File: src/sv/spi_master_controller_defines.svh
// assertion helpers for the rtl, used by spm_core
`ifndef SPI_MASTER_CONTROLLER_DEFINES_SVH
`define SPI_MASTER_CONTROLLER_DEFINES_SVH

// same-cycle implication, checked outside reset
`define SPM_ASSERT_NOW(label, ante, cons, msg) \
    label: assert property (@(posedge clk) disable iff (!rst_n) (ante) |-> (cons)) \
        else $error(msg);

// next-cycle implication, checked outside reset
`define SPM_ASSERT_NEXT(label, ante, cons, msg) \
    label: assert property (@(posedge clk) disable iff (!rst_n) (ante) |=> (cons)) \
        else $error(msg);

`endif

File: src/sv/spm_pkg.sv
package spm_pkg;

    localparam int DATA_BITS = 8;
    localparam int EDGE_BITS = 4;
    localparam int PRESCALE_BITS = 7;
    localparam logic [EDGE_BITS-1:0] LAST_EDGE = EDGE_BITS'(2 * DATA_BITS - 1);

    // item functions
    localparam logic [1:0] FUNC_TICK   = 2'd0;
    localparam logic [1:0] FUNC_WRITE  = 2'd1;
    localparam logic [1:0] FUNC_READ   = 2'd2;
    localparam logic [1:0] FUNC_STATUS = 2'd3;

    // register indexes
    localparam logic [2:0] REG_ENABLE    = 3'd0;
    localparam logic [2:0] REG_LSB_FIRST = 3'd1;
    localparam logic [2:0] REG_CPOL      = 3'd2;
    localparam logic [2:0] REG_CPHA      = 3'd3;
    localparam logic [2:0] REG_RATE      = 3'd4;

    localparam int ADDR_BITS = 5;

    typedef struct packed {
        logic       enable;
        logic       lsb_first;
        logic       cpol;
        logic       cpha;
        logic [1:0] rate;
    } cfg_t;

    typedef struct packed {
        logic [1:0]           func;
        logic [DATA_BITS-1:0] write_data;
        logic [1:0]           clear_mask;
        logic                 miso;
    } item_t;

    typedef struct packed {
        logic                 sclk;
        logic                 mosi;
        logic [DATA_BITS-1:0] read_data;
        logic                 done_flag;
        logic                 collision_flag;
        logic                 busy;
    } result_t;

    // sclk half period in system clocks
    function automatic logic [PRESCALE_BITS:0] half_period(input logic [1:0] sel);
        logic [PRESCALE_BITS:0] hp;
        unique case (sel)
            2'd0: hp = 8'd2;
            2'd1: hp = 8'd8;
            2'd2: hp = 8'd32;
            default: hp = 8'd64;
        endcase
        return hp;
    endfunction

endpackage

File: src/sv/spm_cfg.sv
module spm_cfg (
    input  logic                           clk,
    input  logic                           rst_n,
    input  logic                           psel,
    input  logic                           penable,
    input  logic                           pwrite,
    input  logic [spm_pkg::ADDR_BITS-1:0]  paddr,
    input  logic [31:0]                    pwdata,
    output logic [31:0]                    prdata,
    output spm_pkg::cfg_t                  cfg
);
    import spm_pkg::*;

    cfg_t       cfg_reg;
    cfg_t       cfg_next;
    logic [2:0] index;
    logic       wr;

    assign index = paddr[ADDR_BITS-1:2];
    assign wr    = psel && penable && pwrite;

    always_comb
    begin
        cfg_next = cfg_reg;
        if (wr)
        begin
            unique case (index)
                REG_ENABLE:    cfg_next.enable    = pwdata[0];
                REG_LSB_FIRST: cfg_next.lsb_first = pwdata[0];
                REG_CPOL:      cfg_next.cpol      = pwdata[0];
                REG_CPHA:      cfg_next.cpha      = pwdata[0];
                REG_RATE:      cfg_next.rate      = pwdata[1:0];
                default:       cfg_next = cfg_reg;
            endcase
        end
    end

    always_ff @(posedge clk or negedge rst_n)
    begin
        if (!rst_n)
        begin
            cfg_reg <= '{enable: 1'b1, lsb_first: 1'b0, cpol: 1'b0, cpha: 1'b0, rate: 2'd0};
        end
        else
        begin
            cfg_reg <= cfg_next;
        end
    end

    always_comb
    begin
        prdata = '0;
        unique case (index)
            REG_ENABLE:    prdata[0]   = cfg_reg.enable;
            REG_LSB_FIRST: prdata[0]   = cfg_reg.lsb_first;
            REG_CPOL:      prdata[0]   = cfg_reg.cpol;
            REG_CPHA:      prdata[0]   = cfg_reg.cpha;
            REG_RATE:      prdata[1:0] = cfg_reg.rate;
            default:       prdata = '0;
        endcase
    end

    assign cfg = cfg_reg;

endmodule

File: src/sv/spm_core.sv
`include "spi_master_controller_defines.svh"

module spm_core (
    input  logic             clk,
    input  logic             rst_n,
    input  logic             step,
    input  spm_pkg::item_t   item,
    input  spm_pkg::cfg_t    cfg,
    output spm_pkg::result_t result
);
    import spm_pkg::*;

    logic [DATA_BITS-1:0]     shift_reg_reg, shift_reg_next;
    logic [DATA_BITS-1:0]     rx_byte_reg, rx_byte_next;
    logic [EDGE_BITS-1:0]     bit_count_reg, bit_count_next;
    logic [PRESCALE_BITS-1:0] prescale_count_reg, prescale_count_next;
    logic                     clock_level_reg, clock_level_next;
    logic                     done_reg, done_next;
    logic                     collision_reg, collision_next;
    logic                     active_reg, active_next;
    logic                     sample_reg, sample_next;

    always_comb
    begin
        logic                   started;
        logic [PRESCALE_BITS:0] count_inc;
        logic                   leading;
        logic                   last;
        logic                   do_sample;
        logic                   do_shift;

        shift_reg_next      = shift_reg_reg;
        rx_byte_next        = rx_byte_reg;
        bit_count_next      = bit_count_reg;
        prescale_count_next = prescale_count_reg;
        clock_level_next    = clock_level_reg;
        done_next           = done_reg;
        collision_next      = collision_reg;
        active_next         = active_reg;
        sample_next         = sample_reg;
        started             = 1'b0;
        count_inc           = {1'b0, prescale_count_reg} + 1'b1;
        leading             = !bit_count_reg[0];
        last                = bit_count_reg == LAST_EDGE;
        do_sample           = cfg.cpha ? !leading : leading;
        do_shift            = last || (cfg.cpha ? (leading && bit_count_reg != '0) : !leading);

        // disable aborts a running exchange
        if (!cfg.enable && active_reg)
        begin
            active_next         = 1'b0;
            bit_count_next      = '0;
            prescale_count_next = '0;
            clock_level_next    = cfg.cpol;
        end

        // bus access
        unique case (item.func)
            FUNC_WRITE:
            begin
                if (active_next)
                begin
                    collision_next = 1'b1;
                end
                else if (cfg.enable)
                begin
                    shift_reg_next      = item.write_data;
                    active_next         = 1'b1;
                    bit_count_next      = '0;
                    prescale_count_next = '0;
                    clock_level_next    = cfg.cpol;
                    sample_next         = 1'b0;
                    started             = 1'b1;
                end
            end
            FUNC_STATUS:
            begin
                if (item.clear_mask[1])
                begin
                    done_next = 1'b0;
                end
                if (item.clear_mask[0])
                begin
                    collision_next = 1'b0;
                end
            end
            default:
            begin
            end
        endcase

        // prescaler and sclk edge; the starting beat does not count
        if (active_next && !started)
        begin
            if (count_inc >= half_period(cfg.rate))
            begin
                prescale_count_next = '0;
                if (do_sample)
                begin
                    sample_next = item.miso;
                end
                if (do_shift)
                begin
                    if (cfg.lsb_first)
                    begin
                        shift_reg_next = {sample_next, shift_reg_reg[DATA_BITS-1:1]};
                    end
                    else
                    begin
                        shift_reg_next = {shift_reg_reg[DATA_BITS-2:0], sample_next};
                    end
                end
                clock_level_next = !clock_level_reg;
                if (last)
                begin
                    rx_byte_next   = shift_reg_next;
                    done_next      = 1'b1;
                    active_next    = 1'b0;
                    bit_count_next = '0;
                end
                else
                begin
                    bit_count_next = bit_count_reg + 1'b1;
                end
            end
            else
            begin
                prescale_count_next = count_inc[PRESCALE_BITS-1:0];
            end
        end
    end

    always_ff @(posedge clk or negedge rst_n)
    begin
        if (!rst_n)
        begin
            shift_reg_reg      <= '0;
            rx_byte_reg        <= '0;
            bit_count_reg      <= '0;
            prescale_count_reg <= '0;
            clock_level_reg    <= 1'b0;
            done_reg           <= 1'b0;
            collision_reg      <= 1'b0;
            active_reg         <= 1'b0;
            sample_reg         <= 1'b0;
        end
        else if (step)
        begin
            shift_reg_reg      <= shift_reg_next;
            rx_byte_reg        <= rx_byte_next;
            bit_count_reg      <= bit_count_next;
            prescale_count_reg <= prescale_count_next;
            clock_level_reg    <= clock_level_next;
            done_reg           <= done_next;
            collision_reg      <= collision_next;
            active_reg         <= active_next;
            sample_reg         <= sample_next;
        end
    end

    // result is the state after this beat
    always_comb
    begin
        result.sclk           = active_next ? clock_level_next : cfg.cpol;
        result.mosi           = cfg.lsb_first ? shift_reg_next[0] : shift_reg_next[DATA_BITS-1];
        result.read_data      = rx_byte_next;
        result.done_flag      = done_next;
        result.collision_flag = collision_next;
        result.busy           = active_next;
    end

    `SPM_ASSERT_NOW(a_idle_counters_clear, !active_reg,
        bit_count_reg == '0 && prescale_count_reg == '0, "idle with nonzero counters")
    `SPM_ASSERT_NOW(a_prescale_range, 1'b1,
        {1'b0, prescale_count_reg} < half_period(2'd3), "prescaler past longest half period")
    `SPM_ASSERT_NEXT(a_shift_holds, !step,
        $stable(shift_reg_reg) && $stable(bit_count_reg), "state moved without a beat")

endmodule

File: src/sv/spi_master_controller.sv
// channel  dir   payload                                                    handshake
// in       in    func, write_data, clear_mask, miso                         in_valid/in_ready
// out      out   sclk, mosi, read_data, done_flag, collision_flag, busy_res out_valid/out_ready
// apb      in    paddr, pwdata, prdata (enable..rate, index at paddr[4:2])  psel/penable/pwrite
//
// one beat per cycle sustained while out_ready stays high: each input beat is one system clock tick of the spi engine
// result valid once the accepted input beat has passed the input register, then the result register
// the whole tick (prescaler, sclk edge, shift) is one pass of logic in the core
// rst_n is asynchronous; after reset enable is 1 and all spi state is clear
// a stalled result holds the result register; the input register takes one more beat,
// then in_ready drops until out_ready returns

module spi_master_controller (
    input  logic                          clk,
    input  logic                          rst_n,
    // input beat
    input  logic                          in_valid,
    output logic                          in_ready,
    input  logic [1:0]                    func,
    input  logic [spm_pkg::DATA_BITS-1:0] write_data,
    input  logic [1:0]                    clear_mask,
    input  logic                          miso,
    // result beat
    output logic                          out_valid,
    input  logic                          out_ready,
    output logic                          sclk,
    output logic                          mosi,
    output logic [spm_pkg::DATA_BITS-1:0] read_data,
    output logic                          done_flag,
    output logic                          collision_flag,
    output logic                          busy_res,
    // configuration
    input  logic                          psel,
    input  logic                          penable,
    input  logic                          pwrite,
    input  logic [spm_pkg::ADDR_BITS-1:0] paddr,
    input  logic [31:0]                   pwdata,
    output logic [31:0]                   prdata,
    output logic                          pready
);
    import spm_pkg::*;

    // input stage
    logic    in_valid_reg, in_valid_next;
    item_t   item_reg;
    // result stage
    logic    out_valid_reg, out_valid_next;
    result_t result_reg;

    cfg_t    cfg;
    result_t core_result;
    logic    advance;

    assign pready = 1'b1;

    spm_cfg u_cfg (
        .clk     (clk),
        .rst_n   (rst_n),
        .psel    (psel),
        .penable (penable),
        .pwrite  (pwrite),
        .paddr   (paddr),
        .pwdata  (pwdata),
        .prdata  (prdata),
        .cfg     (cfg)
    );

    // the held beat moves into the core when the result register is free or draining
    assign advance  = in_valid_reg && (!out_valid_reg || out_ready);
    assign in_ready = !in_valid_reg || advance;

    always_comb
    begin
        in_valid_next = in_valid_reg;
        if (in_valid && in_ready)
        begin
            in_valid_next = 1'b1;
        end
        else if (advance)
        begin
            in_valid_next = 1'b0;
        end

        out_valid_next = out_valid_reg;
        if (advance)
        begin
            out_valid_next = 1'b1;
        end
        else if (out_ready)
        begin
            out_valid_next = 1'b0;
        end
    end

    always_ff @(posedge clk or negedge rst_n)
    begin
        if (!rst_n)
        begin
            in_valid_reg  <= 1'b0;
            out_valid_reg <= 1'b0;
        end
        else
        begin
            in_valid_reg  <= in_valid_next;
            out_valid_reg <= out_valid_next;
        end
    end

    // payload registers, no reset
    always_ff @(posedge clk)
    begin
        if (in_valid && in_ready)
        begin
            item_reg <= '{func: func, write_data: write_data,
                          clear_mask: clear_mask, miso: miso};
        end
        if (advance)
        begin
            result_reg <= core_result;
        end
    end

    spm_core u_core (
        .clk    (clk),
        .rst_n  (rst_n),
        .step   (advance),
        .item   (item_reg),
        .cfg    (cfg),
        .result (core_result)
    );

    assign out_valid      = out_valid_reg;
    assign sclk           = result_reg.sclk;
    assign mosi           = result_reg.mosi;
    assign read_data      = result_reg.read_data;
    assign done_flag      = result_reg.done_flag;
    assign collision_flag = result_reg.collision_flag;
    assign busy_res       = result_reg.busy;

endmodule

File: config.mk
export PLATFORM = sky130hd
export DESIGN_NAME = spi_master_controller
export DESIGN_NICKNAME = d
export VERILOG_FILES = /design/src/sv/spm_pkg.sv /design/src/sv/spm_cfg.sv /design/src/sv/spm_core.sv /design/src/sv/spi_master_controller.sv
export VERILOG_INCLUDE_DIRS = /design/src /design/src/sv
export SDC_FILE = /design/constraint.sdc
export NUM_CORES = 1
export LEC_CHECK = 0
export BUFFER_PORTS_ARGS = -buffer_cell sky130_fd_sc_hd__buf_2
export CAP_MARGIN = 20
export CORE_MARGIN = 2
export CORE_UTILIZATION = 40
export CTS_CLUSTER_DIAMETER = 200
export DETAILED_ROUTE_END_ITERATION = 8
export GPL_TIMING_DRIVEN = 0
export PLACE_DENSITY = 0.66
export SLEW_MARGIN = 30
export SYNTH_ARGS = -nofsm -noshare
export SYNTH_HDL_FRONTEND = slang
export SYNTH_HIERARCHICAL = 1
export SYNTH_SLANG_ARGS = --single-unit
File: constraint.sdc
create_clock -name clk -period 2.89 [get_ports clk]
set_input_delay 0.578 -clock clk [delete_from_list [all_inputs] [get_ports clk]]
set_output_delay 0.578 -clock clk [all_outputs]
set_load 0.01 [all_outputs]
-- Yosys cells after proc, flatten, opt, wreduce, memory -nomap -nowiden
Cells that the tools add are included.
- output and inout port bits: 48
- flip-flop bits (word level): 66
- reductions and logical operators: 26
- equal/unequal tests: 9
- mux-type cells: 64
- $add $sub $neg: 2
- order comparisons: 1
- operators with widths (operator ; count):
    two-way mux 8 bit ; 11
    two-way mux 7 bit ; 6
    two-way mux 1 bit ; 37
    two-way mux 4 bit ; 7
    case mux 7 bit (3 select lines) ; 1
    AND reduction 2 bit ; 5
    adder 7 x 1 -> 8 bit, second input constant ; 1
    greater-or-equal comparator 8 bit ; 1
    logical AND 1 bit ; 7
    == test 3 x 2 -> 1 bit, second input constant ; 2
    logical NOT 1 bit ; 6
    case mux 1 bit (5 select lines) ; 1
    adder 4 x 1 -> 4 bit, second input constant ; 1
    == test 2 x 1 -> 1 bit, second input constant ; 2
    == test 2 bit, second input constant ; 2
    == test 4 bit, second input constant ; 1
    nonzero test 2 bit ; 2
    nonzero test 4 bit ; 1
    == test 3 x 1 -> 1 bit, second input constant ; 1
    == test 3 bit, second input constant ; 1
    logical NOT 3 bit ; 1
    logical OR 1 bit ; 3
    logical NOT 2 bit ; 1
    case mux 1 bit (2 select lines) ; 1

-- Longest topological paths before layout
Gate-level depths: netlist (run 1).
- depth in word-level cells: 12
- depth in mapped cells: 12

-- Cells and area by module
Netlist (run 1), hierarchy kept.
- modules (own cells, without submodules) (module ; times used ; cells each ; area each (sq um)):
    spm_core ; 1 ; 244 ; 2289.7
    spi_master_controller ; 1 ; 36 ; 895.9
    spm_cfg ; 1 ; 57 ; 560.5

-- Worst setup path before layout (run 1)
No wires, ideal clock.
- path type: register -> register
- from: reg u_core.prescale_count_reg[0]
- to: reg result_reg, in the netlist read_data[0] (data pin)
- arrival: 2610 ps
- slack: 20 ps
- cell stages (with the launch flop): 11
- required time: 2630 ps
- cell sequence: dfrtp_1 ha_1 and3_1 nand3_1 xnor2_1 ha_1 o211ai_1 a41o_1 o211a_4 nor3_4 mux2_2
- RTL lines (element ; line ; source):
    from (decl) ; spm_core.sv:16 ; logic [PRESCALE_BITS-1:0] prescale_count_reg, prescale_count_next;
    from (signal assigned) ; spm_core.sv:152 ; prescale_count_reg <= prescale_count_next;
    to (signal assigned) ; spi_master_controller.sv:119 ; result_reg <= core_result;
    to (decl) ; spi_master_controller.sv:48 ; result_t result_reg;

==> run metrics, run 1 <==
Critical Path RT 2.99 ns; Root Buffer Master clkbuf_8; # setup viols final 0; largest net degree at the start of global routing 41; peak fanout along the critical path 5; fin util 51.5%; Slew @ Worst Pin 0.660 ns; PwrDens 688 mW/mm²; Worst Setup Slack post-DPL -0.350 ns; clk buf depth 2; Ys Warns 6; EDFF count, synth 26; DR pass1 iterations 4; CTS tree done; Die ar. 0.0102 mm²; H-tree depth 3; clock latency on the worst-skew pair 0.35 ns; Final period util 99.3%; total global routing overflow 0; Post-synth top cells dfrtp_1 (39), buf_4 (34), nand2_1 (32); WL/cell 14.0 µm; PnR worst setup slack 0.0188 ns; Initial Util 40.9%; n_diodes 0; Leak 2.15 nW; clock sink count 66; Clock Pin Slew Worst Setup and Hold Paths 0.08 ns; #FFs+latches synth 66; Die Ht 101 µm; DRC 0; vias 2780; CTS Hold Bufs 0; final WL 7.69 mm; status completed; GP Congestion 0.836; MaxCap Viol Count 0; critical setup path kind flip-flop to flip-flop; most common cell in the netlist dfrtp_1; number of global-route vias before repair 2624; maximum vdd drop 391 µV; Std-Cell Rows 35; Post-Syn Area 0.00375 mm²; RSZ-0062 raised after global routing yes; minimum clock period 2.87 ns; Yosys top cell area share 26.1%; DRT iter0 DRCs 154; critical path launch point type flip-flop; ANT nets after route 0; cts bufs inserted 9; hold crit path type input pin to async pin; CP endpoint kind flip-flop; share of cells above drive strength 1 36.8%; max FFs per register 13; GRT Util Overall 16.1%; post-route cell area 0.00471 mm²; top_reg_cell synth dfrtp_1; Pwr Total 3.24 mW; relative slew slack 55.7%; Die X 101 µm; Synth cell types 64; Seq/Total Area, Yosys 47.6%; Mapped Cells 337; asr flop ratio synth 60.6%; CP arrival 2.97 ns; synth top area cells dfrtp_1 (26%), edfxtp_1 (21%), buf_4 (6.8%), mux2_2 (6.3%), nand2_1 (3.2%); mean post-synth cell area 11.1 µm²; first-pass GRT wire length 12.6 mm; Final Skew 0.00941 ns; Yosys top cell by area dfrtp_1; Final nets 496; fmax 348 MHz; number of I/O pins 105; count of pins over their slew limit 0; initial antenna violation count 0; Layout area overhead 25.8%; Placed Area 0.00420 mm²; via density per instance 5.07; Detail Placement HPWL 5.30 mm; I/O Buffers 41; Final Hold Viols 0; core area 0.00915 mm²
worst paths after layout:
path	startpoint	endpoint	slack (ns)	cells past startpoint
max	u_core/prescale_count_reg[0]	read_data[3]	0.02	11
min	rst_n	u_cfg/cfg[3]	0.21	1
max reg2reg	u_core/prescale_count_reg[0]	read_data[3]	0.02	11
min reg2reg	item_reg[5]	u_core/shift_reg_reg[2]	0.46	2
max in group asynchronous	rst_n	u_core/prescale_count_reg[2]	2.28	1
min in group clk	write_data[7]	item_reg[10]	0.41	1
critical path: stages, from the launching register on:
cell and delay (ns):
dfrtp_1 0.38, ha_2 0.19, and3_4 0.21, nand3_4 0.10, xnor2_4 0.18, ha_4 0.29
o211ai_1 0.09, a41o_1 0.25, o211a_4 0.28, nor3_4 0.17, buf_6 0.18, mux2_4 0.30
stage by stage:
stage | cells | hold slack (ns) | setup TNS, ns
after detailed placement | 518 | 0.447 | -7.84
after global placement | 518 | 0.448 | -7.38
final | 548 | 0.207 | 0
after CTS | 544 | 0.382 | -0.134
after global routing | 548 | 0.240 | -1.45
after floorplan | 366 | 0.282 | 0
layer usage:
metal	vias up	global-route usage [%]	wire (µm)
met2	102	25.2	3540
met1	1302	20.9	3510
li1	1362	-	-
met3	14	3.05	457
met5	-	0	0
met4	0	9.06	174
report_power, final:
part	switching (mW)	total [mW]	internal (mW)
clock	0.365	0.817	0.452
combinational	0.611	1.15	0.540
sequential	0.142	1.27	1.13
total	1.12	3.24	2.12
cell usage in the layout, fill, tap and decap left out, types with 12 or more instances in the layout:
cell | synthesis | routed
nor2_1 | 19 | 19
buf_2 | 3 | 42
conb_1 | 2 | 31
buf_4 | 34 | 42
inv_1 | 14 | 14
nand2_1 | 32 | 30
dfrtp_1 | 39 | 38
edfxtp_1 | 26 | 26
mux2_4 | 0 | 12
cells by family (layout without fill, tap and decap cells):
logic type / after synthesis / in the layout / synth area share [%]
xor gates and xnor gates: 5 / 5 / 1.17
other: 2 / 31 / 0.200
buffers and inverters: 57 / 128 / 9.22
muxes: 34 / 34 / 10.6
adders and majority gates: 7 / 7 / 2.34
DFF: 66 / 66 / 47.6
and+or+nand+nor: 106 / 106 / 16.2
AOI/OAI and AO/OA: 60 / 60 / 12.7
cell type report:
cell class                 instances  area, µm²
fill                             836       4440
multi-input combinational        243       1870
sequential                        66       1780
timing repair buffer              57        367
buffer                            41        288
clock buffer                      11        153
tap                              111        139
clock inverter                     5       61.3
inverter                          14       52.6
repair_timing:
| action | CTS | global route |
|---|---|---|
| resized for setup | 17 | 26 |
| pin swaps | 5 | 11 |
| setup buffers | 9 | 9 |
| endpoints found under the setup margin | 37 | 24 |
| cloned | 1 | 0 |
(Power assumes the default switching activity.)
==> inputs of run 2 (changes only) <==
--- a/config.mk
+++ b/config.mk
@@ -8,7 +8,7 @@
 export LEC_CHECK = 0
 export BUFFER_PORTS_ARGS = -buffer_cell sky130_fd_sc_hd__buf_2
 export CAP_MARGIN = 20
-export CORE_MARGIN = 2
+export CORE_MARGIN = 3
 export CORE_UTILIZATION = 40
 export CTS_CLUSTER_DIAMETER = 200
 export DETAILED_ROUTE_END_ITERATION = 8
==> run 2 against run 1 <==
Via count up 0.43%. Cell count down 0.18%. Critical path type unchanged. Total power down 1.8%. Highest routed layer unchanged. Maximum frequency about the same. Combinational power about the same. Critical path depth unchanged. Sequential share of layout area up 0.10 points. Global-route usage down 0.47 points. Largest power group unchanged. Cell area down 0.27%.
==> run metrics, run 2 (synthesis gave the netlist of run 1 again) <==
share of cells above drive strength 1 36.2%; Final Skew 0.0104 ns; Die ar. 0.0106 mm²; Clock Pin Slew Worst Setup and Hold Paths 0.08 ns; most frequent cells in the layout buf_4 (45), buf_2 (42), dfrtp_1 (38); CTS tree done; post-route cell area 0.00470 mm²; final WL 7.83 mm; Crit-path slowest cell dfrtp_1; DR pass1 iterations 4; relative slew slack 55.2%; Root Buffer Master clkbuf_8; Placed Area 0.00420 mm²; Slew @ Worst Pin 0.667 ns; number of I/O pins 105; Pwr Total 3.18 mW; Layout area overhead 25.5%; minimum clock period 2.87 ns; commonest non-fill, non-tap cell in the layout buf_4; core area 0.00889 mm²; # setup viols final 0; critical path launch point type flip-flop; hold crit path type input pin to async pin; critical-path cell list ha_4, and3_4, nand3_4, xnor2_4, ha_4, a221oi_4, buf_4, o211ai_4, buf_6, a32o_1, a311o_1; Final Hold Viols 0; I/O Buffers 41; DRT iter0 DRCs 163; Die Ht 103 µm; total global routing overflow 0; largest net degree at the start of global routing 41; fillers 814; H-tree depth 3; CP dominant cell by count ha_4; PnR worst setup slack 0.0188 ns; status completed; count of pins over their slew limit 0; cts bufs inserted 9; CP endpoint kind flip-flop; slowest stage delay, CP 0.41 ns; clock sink count 66; first-pass GRT wire length 12.7 mm; number of global-route vias before repair 2568; Critical Path RT 2.99 ns; Initial Util 42.1%; fin util 52.9%; fmax 348 MHz; n_diodes 0; Register Area 0.00178 mm²; ANT nets after route 0; Final period util 99.3%; CP arrival 2.97 ns; vias 2792; CTS Hold Bufs 0; Std-Cell Rows 34; peak fanout along the critical path 4; multi-input logic area 0.00187 mm²; Leak 2.15 nW; PwrDens 677 mW/mm²; Die X 103 µm; GP Congestion 0.845; MaxCap Viol Count 0; via density per instance 5.10; Setup TNS Final 0 ns; RSZ-0062 raised after global routing yes; Final nets 498; maximum vdd drop 355 µV; GRT Util Overall 15.6%; initial antenna violation count 0; critical setup path kind flip-flop to flip-flop; Detail Placement HPWL 5.54 mm; max FFs per register 13; DRC 0; Worst Setup Slack post-DPL -0.372 ns; clk buf depth 2; WL/cell 14.3 µm; clock latency on the worst-skew pair 0.35 ns
run 2: cell types whose count changed in the layout (fill, tap and decap cells not counted), moves of 2 or more:
| cell | delta |
|---|---|
| buf_4 | +3 |
| buf_6 | -3 |
| clkinvlp_4 | -2 |
| inv_6 | +2 |
| mux2_2 | -3 |
| mux2_4 | +3 |
| nand2_1 | +2 |
| nand2_2 | -2 |
run 2: final cells by class:
type                            count  share of cell area (%)
Clock buffer                        9                    2.64
Buffer                             43                    6.28
Sequential cell                    66                    38.0
Tap cell                          108                    2.87
Timing Repair Buffer               57                    7.64
Multi-Input combinational cell    243                    39.8
Clock inverter                      7                    1.65
Inverter                           14                    1.12
run 2: stage by stage:
step | std cells | hold WS, ns
2_1_floorplan | 366 | 0.282
3_3_place_gp | 515 | 0.446
3_5_place_dp | 515 | 0.453
4_1_cts | 544 | 0.375
5_1_grt | 547 | 0.237
6_report | 547 | 0.201
run 2: power breakdown:
part           leakage, nW  total, mW  internal, mW  switching [mW]
Combinational         1.28       1.12         0.517           0.602
Sequential           0.765       1.28          1.13           0.147
Clock                0.100      0.786         0.405           0.381
Total                 2.15       3.18          2.05            1.13
run 2: what timing repair did:
item,in CTS,in global routing
resized for setup,22,16
cloned,1,0
endpoints found under the setup margin,37,24
pin swaps,3,7
buffers inserted,12,5
endpoints found under the hold margin,0,0
run 2: critical path: cells and delay by family (launching register included):
kind	cells	cell delay, ns
compound gates	4	0.96
xor+xnor	1	0.22
simple gates	2	0.31
flops	1	0.41
fa+ha+maj	2	0.40
buf+inv	2	0.33
run 2: layer usage:
| metal | global-route usage (%) | share of wire, % | up-vias |
|---|---|---|---|
| li1 | - | - | 1373 |
| met1 | 21.1 | 47 | 1320 |
| met2 | 24.1 | 46 | 86 |
| met3 | 2.91 | 5.7 | 13 |
| met4 | 7.77 | 1.9 | 0 |
| met5 | 0 | 0 | - |
run 2: worst paths after layout:
check | to | cells past startpoint | slack, ns | from
worst max-delay path | sclk | 11 | 0.02 | u_core/prescale_count_reg[0]
worst min-delay path | u_core/bit_count_reg[3] | 1 | 0.20 | rst_n
worst max register to register | sclk | 11 | 0.02 | u_core/prescale_count_reg[0]
worst min register to register | u_core/shift_reg_reg[3] | 2 | 0.47 | item_reg[6]
max in group asynchronous | u_core/prescale_count_reg[2] | 1 | 2.31 | rst_n
min in group clk | item_reg[9] | 1 | 0.39 | write_data[6]
==> inputs of run 3 (changes only) <==
--- a/config.mk
+++ b/config.mk
@@ -6,7 +6,7 @@
 export SDC_FILE = /design/constraint.sdc
 export NUM_CORES = 1
 export LEC_CHECK = 0
-export BUFFER_PORTS_ARGS = -buffer_cell sky130_fd_sc_hd__buf_2
+export BUFFER_PORTS_ARGS = -buffer_cell sky130_fd_sc_hd__buf_4
 export CAP_MARGIN = 20
 export CORE_MARGIN = 3
 export CORE_UTILIZATION = 40
==> run 3 against run 2 <==
The flow now finishes with violations (setup timing). Non-clock buffer count grew 3. Register-to-register slack got worse by 0.04 ns. Largest power group unchanged. Critical path depth rose by 1. Largest cell class unchanged. Sequential power hardly changed. Sequential cell count is the same.
==> run metrics, run 3 (synthesis gave the netlist of run 1 again) <==
Internal Pwr Total 2.24 mW; fillers 777; clock latency on the worst-skew pair 0.33 ns; status complete, but fails checks; Crit-path slowest cell dfrtp_1; GP Congestion 0.855; max FFs per register 13; CP endpoint kind flip-flop; Critical Path RT 2.98 ns; Detail Placement HPWL 5.52 mm; GRT Util Overall 16.4%; H-tree depth 3; cts bufs inserted 9; CP arrival 3.00 ns; critical-path cell list ha_4, and3_4, nand3_4, xnor2_4, ha_4, o211ai_1, a41o_1, o211a_4, nor3_4, buf_4, buf_12, mux2_2; vias 2892; Final nets 501; final WL 8.16 mm; Die Ht 103 µm; Worst R2R Start u_core/prescale_count_reg[1]; CP dominant cell by count ha_4; largest net degree at the start of global routing 41; relative slew slack 59.1%; Worst Setup Slack post-DPL -0.410 ns; commonest non-fill, non-tap cell in the layout buf_4; I/O Buffers 41; share of cells above drive strength 1 37.6%; clk buf depth 2; number of I/O pins 105; CTS Hold Bufs 0; Sw Share 33.5%; Clock Pin Slew Worst Setup and Hold Paths 0.08 ns; # setup viols final 2; DR pass1 iterations 4; first-pass GRT wire length 13.6 mm; peak fanout along the critical path 5; Final period util 101%; clock sink count 66; Logic pwr share 33.9%; count of pins over their slew limit 0; Layout area overhead 30.3%; Largest delay share family, worst path compound AO/OA/AOI/OAI gates; Final Skew 0.0105 ns; RSZ-0062 raised after global routing yes; Final Hold Viols 0; minimum clock period 2.92 ns; slowest stage delay, CP 0.43 ns; CTS tree done; Setup TNS Final -0.0443 ns; core area 0.00889 mm²; n_diodes 0; critical setup path kind flip-flop to flip-flop; initial antenna violation count 0; Seq pwr share 38.1%; register-to-register setup slack -0.03 ns; critical path launch point type flip-flop; via density per instance 5.26; hold crit path type input pin to async pin; Die X 103 µm; Clock power frac 28.0%; Die ar. 0.0106 mm²; DRC 0; failing checks setup timing; Initial Util 42.1%; number of global-route vias before repair 2806; PnR worst setup slack -0.0260 ns; maximum vdd drop 414 µV; ANT nets after route 0; Root Buffer Master clkbuf_8; most frequent cells in the layout buf_4 (89), dfrtp_1 (38), conb_1 (31); Psw 1.13 mW; PwrDens 689 mW/mm²; WL/cell 14.8 µm; Leak 2.23 nW; r2r endpoint read_data[0]; DRT iter0 DRCs 200; Std-Cell Rows 34; R2R cell count 12; fmax 343 MHz; total global routing overflow 0; Slew @ Worst Pin 0.610 ns; Buf/Inv on CP 2; MaxCap Viol Count 0
## run 3: cell count changes in the layout (fill, tap and decap cells not counted), sizes merged
cell      delta
buf          +4
inv          -1
clkinvlp     +1
bufinv       +2
clkinv       -3
## run 3: layout make-up
class	count	area (µm²)	area share [%]
Inverter	14	52.6	1.08
Sequential cell	66	1780	36.6
Multi-Input combinational cell	243	1860	38.1
Clock inverter	6	114	2.33
Timing Repair Buffer	60	503	10.3
Clock buffer	10	128	2.61
Buffer	43	303	6.20
Tap cell	108	135	2.77
## run 3: how the worst max path moves through the flow
stage,from,end,slack (ns),depth (start not counted)
finish,u_core/prescale_count_reg[1],read_data[0],-0.03,12
global route,u_core/prescale_count_reg[1],read_data[2],-0.11,12
CTS,u_core/prescale_count_reg[1],read_data[0],-0.05,12
detailed placement,u_core/prescale_count_reg[0],read_data[0],-0.41,10
global placement,u_core/prescale_count_reg[0],read_data[1],-0.36,10
floorplan,u_core/prescale_count_reg[0],read_data[0],0.02,10
## run 3: timing repair
item | 4_1_cts | 5_1_grt
setup buffers | 13 | 6
setup endpoints to repair | 41 | 28
gates resized for setup | 19 | 16
pin swaps | 9 | 9
gates cloned | 1 | 0
## run 3: through the flow
stage          total power, mW  hold WS [ns]  instances  cell area (µm²)  utilization (%)
2_1_floorplan             2.00         0.282        366             3850                -
3_3_place_gp              2.27         0.448        515             4300             48.3
3_5_place_dp              2.29         0.457        515             4300             48.3
4_1_cts                   3.32         0.223        545             4780             53.8
5_1_grt                   3.57         0.255        550             4880             54.9
6_report                  3.36         0.224        550             4880             54.9
## run 3: worst register-to-register path: cells and delay by family, from the launching register on
kind            cells  cell delay (ns)
mux                 1             0.34
simple gates        3             0.43
fa+ha+maj           2             0.47
flops               1             0.43
buf+inv             2             0.26
compound gates      3             0.57
xor+xnor            1             0.16
## run 3: power by group through the flow
stage | clock (mW) | combinational [mW] | sequential, mW
global placement | 0 | 0.979 | 1.29
detailed placement | 0 | 0.998 | 1.30
finish | 0.942 | 1.14 | 1.28
floorplan | 0 | 0.742 | 1.26
CTS | 0.964 | 1.08 | 1.28
global route | 1.01 | 1.26 | 1.30
## run 3: metal layers
| metal | up-vias | wire (µm) | GRT usage, % |
|---|---|---|---|
| li1 | 1374 | - | - |
| met1 | 1376 | 3540 | 21.5 |
| met2 | 126 | 3930 | 25.8 |
| met3 | 16 | 509 | 3.32 |
| met4 | 0 | 187 | 8.47 |
| met5 | - | 0 | 0 |
